$ cat config.mk
export PLATFORM = sky130hd
export DESIGN_NAME = dsdt_sleep_type_extract
export DESIGN_NICKNAME = d
export VERILOG_FILES = /design/src/rtl/dsdt_pkg.sv /design/src/rtl/dsdt_scan.sv /design/src/rtl/dsdt_sleep_type_extract.sv
export SDC_FILE = /design/constraint.sdc
export NUM_CORES = 1
export LEC_CHECK = 0
export BUFFER_PORTS_ARGS = -buffer_cell sky130_fd_sc_hd__buf_4
export CAP_MARGIN = 30
export CELL_PAD_IN_SITES_DETAIL_PLACEMENT = 1
export CELL_PAD_IN_SITES_GLOBAL_PLACEMENT = 2
export CORE_UTILIZATION = 36
export DETAILED_ROUTE_END_ITERATION = 10
export GPL_ROUTABILITY_DRIVEN = 0
export PLACE_DENSITY_LB_ADDON = 0.25
export SYNTH_ARGS = -nofsm -noshare
export SYNTH_HDL_FRONTEND = slang
export SYNTH_HIERARCHICAL = 1
export SYNTH_SLANG_ARGS = --single-unit
$ cat constraint.sdc
create_clock -name clk -period 4.6 [get_ports clk]
set_input_delay 0.92 -clock clk [delete_from_list [all_inputs] [get_ports clk]]
set_output_delay 0.92 -clock clk [all_outputs]
set_load 0.1 [all_outputs]
$ cat src/rtl/dsdt_pkg.sv
package dsdt_pkg;

    // Table layout
    localparam int unsigned HEADER_BYTES = 36;
    localparam logic [31:0] SIG_RESET    = 32'h5444_5344;  // "DSDT", byte 0 in bits 7..0
    localparam logic [31:0] INDEX_MAX    = 32'hFFFF_FFFF;

    // AML opcodes and name bytes
    localparam logic [7:0] AML_NAME_OP  = 8'h08;
    localparam logic [7:0] AML_ROOT     = 8'h5C;
    localparam logic [7:0] AML_PKG_OP   = 8'h12;
    localparam logic [7:0] AML_BYTE_PFX = 8'h0A;
    localparam logic [7:0] AML_LEN_MASK = 8'hC0;
    localparam logic [7:0] CHR_UNDER    = 8'h5F;
    localparam logic [7:0] CHR_S        = 8'h53;
    localparam logic [7:0] CHR_5        = 8'h35;

    // Sleep value position in the PM1 control word
    localparam int unsigned SLP_SHIFT = 10;

    // Widths of the packed output item
    localparam int unsigned OUT_BITS = 35;
    localparam int unsigned OUT_PAD  = 40;

    typedef enum logic [2:0] {
        ST_OK        = 3'd0,
        ST_BAD_SIG   = 3'd1,
        ST_BAD_SUM   = 3'd2,
        ST_NO_S5     = 3'd3,
        ST_PARSE_ERR = 3'd4,
        ST_TRUNC     = 3'd5
    } status_t;

    typedef enum logic [3:0] {
        PH_SEARCH   = 4'd0,
        PH_PKGOP    = 4'd1,
        PH_PKGLEN   = 4'd2,
        PH_SKIP     = 4'd3,
        PH_A_PREFIX = 4'd4,
        PH_A_VALUE  = 4'd5,
        PH_B_PREFIX = 4'd6,
        PH_B_VALUE  = 4'd7,
        PH_DONE     = 4'd8,
        PH_FAIL     = 4'd9
    } phase_t;

    typedef struct packed {
        status_t     status;
        logic [15:0] word_a;
        logic [15:0] word_b;
    } result_t;

    function automatic logic [15:0] slp_word(input logic [7:0] b);
        logic [15:0] w;
        w = {b[5:0], 10'd0};
        return w;
    endfunction

endpackage

$ cat src/rtl/dsdt_scan.sv
module dsdt_scan (
    input  logic                   clk,
    input  logic                   rst_n,
    input  logic                   cfg_wr_en,
    input  logic [31:0]            cfg_wr_data,
    input  logic                   step_en,
    input  logic [7:0]             step_byte,
    input  logic                   step_last,
    output dsdt_pkg::result_t      result
);
    import dsdt_pkg::*;

    logic [31:0] sig_reg;
    logic [31:0] index_reg, index_next;
    logic [31:0] len_reg, len_next;
    logic [7:0]  sum_reg, sum_next;
    logic        sig_ok_reg, sig_ok_next;
    logic [7:0]  recent_reg [6];
    logic [7:0]  recent_next [6];
    phase_t      phase_reg, phase_next;
    logic [2:0]  skip_reg, skip_next;
    logic [15:0] val_a_reg, val_a_next;
    logic [15:0] val_b_reg, val_b_next;

    logic [31:0] pos;
    logic [32:0] count;
    logic        in_table;
    logic        s5_hit;
    logic        named;
    logic [7:0]  sig_byte;

    assign pos   = index_reg;
    assign count = {1'b0, index_reg} + 33'd1;

    // Per-byte state update
    always_comb
    begin
        index_next  = (index_reg != INDEX_MAX) ? index_reg + 32'd1 : index_reg;
        len_next    = len_reg;
        sum_next    = sum_reg;
        sig_ok_next = sig_ok_reg;
        phase_next  = phase_reg;
        skip_next   = skip_reg;
        val_a_next  = val_a_reg;
        val_b_next  = val_b_reg;
        for (int k = 0; k < 5; k++)
        begin
            recent_next[k] = recent_reg[k + 1];
        end
        recent_next[5] = step_byte;

        // Signature bytes and length field
        sig_byte = sig_reg[pos[1:0]*8 +: 8];
        if (pos < 32'd4)
        begin
            if (step_byte != sig_byte)
                sig_ok_next = 1'b0;
        end
        else if (pos < 32'd8)
        begin
            len_next[pos[1:0]*8 +: 8] = step_byte;
        end

        // _S5_ name with NameOp (or NameOp plus root prefix) in front
        s5_hit = (pos >= 32'(HEADER_BYTES + 3)) &&
                 recent_next[2] == CHR_UNDER && recent_next[3] == CHR_S &&
                 recent_next[4] == CHR_5 && recent_next[5] == CHR_UNDER;
        named  = recent_next[1] == AML_NAME_OP ||
                 (recent_next[0] == AML_NAME_OP && recent_next[1] == AML_ROOT);

        // Checksum and parse over the table body only
        in_table = (pos < 32'd8) || (pos < len_reg);
        if (in_table)
        begin
            sum_next = sum_reg + step_byte;
            if (pos >= 32'd8)
            begin
                unique case (phase_reg)
                    PH_SEARCH:
                        if (s5_hit)
                            phase_next = named ? PH_PKGOP : PH_FAIL;
                    PH_PKGOP:
                        phase_next = (step_byte == AML_PKG_OP) ? PH_PKGLEN : PH_FAIL;
                    PH_PKGLEN:
                    begin
                        skip_next  = {1'b0, step_byte[7:6]} + 3'd1;
                        phase_next = PH_SKIP;
                    end
                    PH_SKIP:
                    begin
                        skip_next = skip_reg - 3'd1;
                        if (skip_reg == 3'd1)
                            phase_next = PH_A_PREFIX;
                    end
                    PH_A_PREFIX:
                        if (step_byte == AML_BYTE_PFX)
                            phase_next = PH_A_VALUE;
                        else
                        begin
                            val_a_next = slp_word(step_byte);
                            phase_next = PH_B_PREFIX;
                        end
                    PH_A_VALUE:
                    begin
                        val_a_next = slp_word(step_byte);
                        phase_next = PH_B_PREFIX;
                    end
                    PH_B_PREFIX:
                        if (step_byte == AML_BYTE_PFX)
                            phase_next = PH_B_VALUE;
                        else
                        begin
                            val_b_next = slp_word(step_byte);
                            phase_next = PH_DONE;
                        end
                    PH_B_VALUE:
                    begin
                        val_b_next = slp_word(step_byte);
                        phase_next = PH_DONE;
                    end
                    default:
                        phase_next = phase_reg;
                endcase
            end
        end
    end

    // Final status, by priority
    always_comb
    begin
        if (pos < 32'd3)
            result.status = ST_TRUNC;
        else if (!sig_ok_next)
            result.status = ST_BAD_SIG;
        else if (pos < 32'd7 || count < {1'b0, len_next})
            result.status = ST_TRUNC;
        else if (len_next < 32'd8 || sum_next != 8'd0)
            result.status = ST_BAD_SUM;
        else if (phase_next == PH_SEARCH)
            result.status = ST_NO_S5;
        else if (phase_next != PH_DONE)
            result.status = ST_PARSE_ERR;
        else
            result.status = ST_OK;
        result.word_a = (result.status == ST_OK) ? val_a_next : 16'd0;
        result.word_b = (result.status == ST_OK) ? val_b_next : 16'd0;
    end

    // Signature register
    always_ff @(posedge clk or negedge rst_n)
    begin
        if (!rst_n)
            sig_reg <= SIG_RESET;
        else if (cfg_wr_en)
            sig_reg <= cfg_wr_data;
    end

    // Stream state; cleared after the last byte
    always_ff @(posedge clk or negedge rst_n)
    begin
        if (!rst_n)
        begin
            index_reg  <= '0;
            len_reg    <= '0;
            sum_reg    <= '0;
            sig_ok_reg <= 1'b1;
            phase_reg  <= PH_SEARCH;
            skip_reg   <= '0;
            val_a_reg  <= '0;
            val_b_reg  <= '0;
            for (int k = 0; k < 6; k++)
            begin
                recent_reg[k] <= '0;
            end
        end
        else if (step_en)
        begin
            if (step_last)
            begin
                index_reg  <= '0;
                len_reg    <= '0;
                sum_reg    <= '0;
                sig_ok_reg <= 1'b1;
                phase_reg  <= PH_SEARCH;
                skip_reg   <= '0;
                val_a_reg  <= '0;
                val_b_reg  <= '0;
                for (int k = 0; k < 6; k++)
                begin
                    recent_reg[k] <= '0;
                end
            end
            else
            begin
                index_reg  <= index_next;
                len_reg    <= len_next;
                sum_reg    <= sum_next;
                sig_ok_reg <= sig_ok_next;
                phase_reg  <= phase_next;
                skip_reg   <= skip_next;
                val_a_reg  <= val_a_next;
                val_b_reg  <= val_b_next;
                for (int k = 0; k < 6; k++)
                begin
                    recent_reg[k] <= recent_next[k];
                end
            end
        end
    end

    // Skip counter is live whenever the skip phase is
    a_skip_live: assert property (@(posedge clk) disable iff (!rst_n)
        phase_reg == PH_SKIP |-> skip_reg != 3'd0)
        else $error("skip phase with empty skip count");

    // A finished table leaves the stream state cleared
    a_clear_after_last: assert property (@(posedge clk) disable iff (!rst_n)
        step_en && step_last |=> index_reg == 32'd0 && phase_reg == PH_SEARCH)
        else $error("stream state not cleared after last byte");

    // The parser never leaves the search before the header is past
    a_search_header: assert property (@(posedge clk) disable iff (!rst_n)
        phase_reg != PH_SEARCH |-> index_reg > 32'(HEADER_BYTES + 3))
        else $error("parse phase advanced inside the header");

endmodule

$ cat src/rtl/dsdt_sleep_type_extract.sv
// Channel     Dir  tdata (low bit up)                         tuser  tlast
// s_axis      in   table_byte[7:0]                            -      last_byte
// m_axis      out  status[2:0] word_a[18:3] word_b[34:19]     -      -
// cfg_wr_*    in   expected_signature[31:0], no read-back     -      -
//
// One byte per cycle sustained unless a stalled result holds a last byte back; an
// item passes an input register, then the stream state update and result register.
// Only the last byte of a table makes a result.
// rst_n clears the stream state and sets the signature to "DSDT".
// A stalled result holds only last bytes back; other bytes keep flowing.
module dsdt_sleep_type_extract (
    input  logic        clk,
    input  logic        rst_n,
    input  logic        cfg_wr_en,
    input  logic [31:0] cfg_wr_data,
    input  logic        s_axis_tvalid,
    output logic        s_axis_tready,
    input  logic [7:0]  s_axis_tdata,   // table_byte[7:0]
    input  logic        s_axis_tlast,   // last_byte
    output logic        m_axis_tvalid,
    input  logic        m_axis_tready,
    output logic [39:0] m_axis_tdata    // status[2:0], sleep_word_a[18:3], sleep_word_b[34:19]
);
    import dsdt_pkg::*;

    logic       in_valid_reg;
    logic [7:0] in_byte_reg;
    logic       in_last_reg;
    logic       advance;
    logic       out_valid_reg, out_valid_next;
    result_t    out_reg;
    result_t    step_result;

    // Input stage moves on unless a result has nowhere to go
    assign advance       = in_valid_reg && (!in_last_reg || !out_valid_reg || m_axis_tready);
    assign s_axis_tready = !in_valid_reg || advance;

    always_ff @(posedge clk or negedge rst_n)
    begin
        if (!rst_n)
            in_valid_reg <= 1'b0;
        else if (s_axis_tready)
            in_valid_reg <= s_axis_tvalid;
    end

    always_ff @(posedge clk)
    begin
        if (s_axis_tready && s_axis_tvalid)
        begin
            in_byte_reg <= s_axis_tdata;
            in_last_reg <= s_axis_tlast;
        end
    end

    dsdt_scan u_scan (
        .clk         (clk),
        .rst_n       (rst_n),
        .cfg_wr_en   (cfg_wr_en),
        .cfg_wr_data (cfg_wr_data),
        .step_en     (advance),
        .step_byte   (in_byte_reg),
        .step_last   (in_last_reg),
        .result      (step_result)
    );

    // Result register
    always_comb
    begin
        if (advance && in_last_reg)
            out_valid_next = 1'b1;
        else if (m_axis_tready)
            out_valid_next = 1'b0;
        else
            out_valid_next = out_valid_reg;
    end

    always_ff @(posedge clk or negedge rst_n)
    begin
        if (!rst_n)
            out_valid_reg <= 1'b0;
        else
            out_valid_reg <= out_valid_next;
    end

    always_ff @(posedge clk)
    begin
        if (advance && in_last_reg)
            out_reg <= step_result;
    end

    assign m_axis_tvalid = out_valid_reg;
    assign m_axis_tdata  = {(OUT_PAD - OUT_BITS)'(0), out_reg.word_b, out_reg.word_a,
                            out_reg.status};

    // A result is only written into a free or draining result register
    a_no_overwrite: assert property (@(posedge clk) disable iff (!rst_n)
        advance && in_last_reg |-> !out_valid_reg || m_axis_tready)
        else $error("result register overwritten");

    // A held input item is not dropped
    a_in_hold: assert property (@(posedge clk) disable iff (!rst_n)
        in_valid_reg && !advance |=> in_valid_reg && $stable(in_byte_reg))
        else $error("input item lost while stalled");

    // Sleep words are zero unless the table parsed cleanly
    a_words_ok: assert property (@(posedge clk) disable iff (!rst_n)
        out_valid_reg && out_reg.status != ST_OK |->
            out_reg.word_a == 16'd0 && out_reg.word_b == 16'd0)
        else $error("sleep words set on a failed table");

endmodule

==> run_results.csv <==
group,metric,value,unit
cells_and_area,final_core_util,43.8,%
critical_path,cpPeakStageDelay,0.63,ns
cts,cts_root_buffer,"clkbuf_16",
pwr,internal-power,3.90,mW
cells_and_area,fin_cells,1848,
critical_path,crit_top_cell,"nand4_1",
route,vias_per_cell,5.56,
pwr,power_density,357,nW/um2
sta,setup_viol,0,
placement,dpl.hpwl,27700,um
grt,grt_pass1_vias,10800,
critical_path,critPathLaunch,"u_scan/index_reg[11]",
logic_synthesis,yosysWarnings,6,
pwr,ir_worst_vdd,0.305,mV
logic_synthesis,synth_compound_area_share,16.1,%
worst_hold_path,hold_class,"input pin to asynchronous set/reset pin",
route,via_count,10300,
pwr,power_frac_clock,39.7,%
sta,whs,0.410,ns
sta,fin_skew,0.0143,ns
critical_path,path_max_fanout,16,
logic_synthesis,synthAdderAreaFrac,7.67,%
critical_path,worstReg2RegStart,"u_scan/index_reg[11]",
critical_path,critPathArrivalTime,4.72,ns
sta,post-route-min-period,4.37,ns
cells_and_area,area_growth,19.8,%
cts,clkTransAtPathRegs,0.06,ns
critical_path,cp-start-kind,"register",
route,first_pass_iters,5,
job,maxCapViolCount,0,
critical_path,r2r.worst_path.cells,17,
route,ant_nets,0,
die,die-area,36800,um2
sta,worstMarginPinSlew,0.980,ns
logic_synthesis,synth_top_family_by_area,"simple AND/OR/NAND/NOR gates",
critical_path,crit_path_end,"m_axis_tdata[32]",
logic_synthesis,avgSynthCellArea,10.5,um2
route,drt_iter0_drc,451,
pwr,leakage,6.60,nW
pwr,p_switching,1.66,mW
grt,grt_pass1_wl,62100,um
critical_path,critical-path-top-delay-family,"simple AND/OR/NAND/NOR gates",
cts,cts.path.max_buffers,3,
run_status,outcome,"finished clean",
critical_path,critPathBufInv,2,
pwr,comb_power_share,18.9,%
die,io_pins,88,
critical_path,crit_path_end_kind,"register",
cells_and_area,largest_register_ffs,40,
cts,cts_hold_buffers,0,
logic_synthesis,post_synth_num_cell_types,82,
die,num_rows,69,
critical_path,critPathKind,"register to register",
sta,slew_viol_final,0,
die,die_w,192,um
pwr,swShare,29.9,%
cells_and_area,diodes,0,
logic_synthesis,ys_seq_elements,230,
critical_path,crit_path_top_delay_cell,"or4_4",
critical_path,critPathRequiredTime,4.96,ns
cts,numCtsBuffers,28,
sta,final-hold-violation-count,0,
cells_and_area,nets,1490,
placement,placed_area,14500,um2
placement,dp_slack,-0.0945,ns
cts,tritoncts,"built",
sta,final.period_utilization,94.9,%
cells_and_area,design_area,15500,um2
logic_synthesis,synth-simple-area-share,17.5,%
grt,grt_use_total,21.8,%
pwr,power,5.56,mW
logic_synthesis,synthArstFlopShare,80.9,%
die,start_util,36.6,%
logic_synthesis,synthMuxAreaShare,4.80,%
cells_and_area,final_layout_size_suffix_gt1_share,22.7,%
placement,port_buffers,82,
placement,place_inst,1792,
die,core_area,35500,um2
grt,grt-ovfl-total,0,
sta,fmax,0.229,GHz
grt,antenna_found_initial,0,
route,wl,39000,um
sta,setup_ws,0.234,ns
route,wire_per_inst,21.1,um
logic_synthesis,yosys.area_share.xor_xnor,2.96,%
die,die_h,192,um
logic_synthesis,ys_seq_area_share,46.2,%
logic_synthesis,syn_inst,1242,
cts,clkLatencyLatePin,0.54,ns
grt,grt_start_max_net_pins,81,
route,drc_errors,0,
logic_synthesis,synth-edff-count,44,
cts,htree_num_levels,1,
logic_synthesis,synth_flop_cell,"dfrtp_1",
critical_path,cp.depth,17,
critical_path,crit_chain,"and4_4, nand4_1, or4_4, nor2_4, nand3_2, xnor2_1, ha_1, and4_1, nand4_1, nor3_4, o21ai_0, a21oi_1, o31ai_2, buf_4, or2_4, buf_12, nor4_2",
pwr,p_seq_share,41.4,%
critical_path,reg2reg_slack,0.23,ns
cts,cts_sinks,230,
logic_synthesis,synth_area,13000,um2
sta,maxSlewHeadroom,34.7,%
critical_path,r2r_end,"m_axis_tdata[32]",
sta,fin_setup_tns,0,ns
area by class of cell:
cell class	count	area, um2
inverters	80	300
clock inverters	9	96.3
well taps	461	577
flip-flops and latches	230	5990
clock buffers	43	818
fillers	3895	19900
multi-input cells	862	6490
repair buffers	163	1280
power groups by stage:
stage,clock [mW],combinational [mW],sequential [mW]
2_1_floorplan,0,0.616,2.41
3_3_place_gp,0,1.02,2.33
3_5_place_dp,0,1.05,2.34
4_1_cts,2.27,1.05,2.30
5_1_grt,2.35,1.14,2.32
6_report,2.20,1.05,2.30
cell families after synthesis:
group / after synthesis
other cells: 1
compound gates: 308
simple gates: 379
xor+xnor: 43
flops: 230
fa+ha+maj: 79
buf+inv: 154
mux: 48
layer usage:
layer  vias up  global-route usage, %  routed length [um]
met3        48                   2.56                1250
li1       4864                      -                   -
met2       168                   35.8               18500
met4         0                   6.23                 895
met5         -                      0                   0
met1      5195                   30.0               18400
cells in the mapped netlist (6+ instances only):
master	n	share of area, %
a31oi_1	34	1.6
inv_1	78	2.3
nand3b_1	21	1.2
mux2_2	34	2.9
mux2i_1	6	0.46
o2bb2ai_1	8	0.54
o21ai_0	57	2.2
nand3_1	19	0.73
dfrtp_1	174	34
o31ai_1	28	1.6
nor3_1	14	0.54
nand4_1	29	1.4
nor2_1	82	2.4
dfstp_2	12	2.4
a21o_1	12	0.69
edfxtp_1	44	10
and4_1	16	1.1
nor2b_1	15	0.72
buf_4	7	0.40
nor4_2	25	2.4
a22oi_1	15	0.87
mux4_2	8	1.4
nor4_1	20	0.96
nand2_1	89	2.6
and2_1	6	0.29
o22ai_1	36	1.7
a22o_1	30	2.0
ha_1	78	7.5
xnor2_1	30	2.0
buf_2	9	0.35
a21oi_1	43	1.7
xor2_1	12	0.81
clkbuf_1	48	1.4
buf_1	8	0.23
repair_timing:
item	CTS	global route
pin swaps	1	5
buffers inserted	1	2
endpoints found under the hold margin	0	0
setup endpoints to repair	13	32
gates resized for setup	1	14
worst min path at each step:
stage                     slack [ns]                endpoint
after global placement          0.47  u_scan/recent_next[46]
after CTS                       0.46      u_scan/len_reg[25]
final                           0.41    u_scan/index_reg[28]
after global routing            0.47    u_scan/index_reg[28]
after floorplan                 0.45  u_scan/recent_next[43]
after detailed placement        0.48     u_scan/val_b_reg[5]
cells in the final DEF, fill, tap and decap left out, types with 10 or more instances in the layout:
cell type,count
xnor2_1,30
a21oi_1,43
nor2_1,80
o31ai_1,28
a31oi_1,33
edfxtp_1,44
o21ai_0,56
nor2b_1,15
inv_1,78
nor4_1,18
clkbuf_1,10
nand3_1,18
xor2_1,12
dfstp_2,12
nand4_1,29
nor4_2,26
ha_1,78
a22o_1,30
buf_4,158
mux2_2,34
dfrtp_1,173
nand3b_1,21
a21o_1,12
nor3_1,13
clkbuf_16,29
o22ai_1,36
and4_1,14
nand2_1,89
a22oi_1,15
No activity file was read; power rests on OpenSTA's default activity.
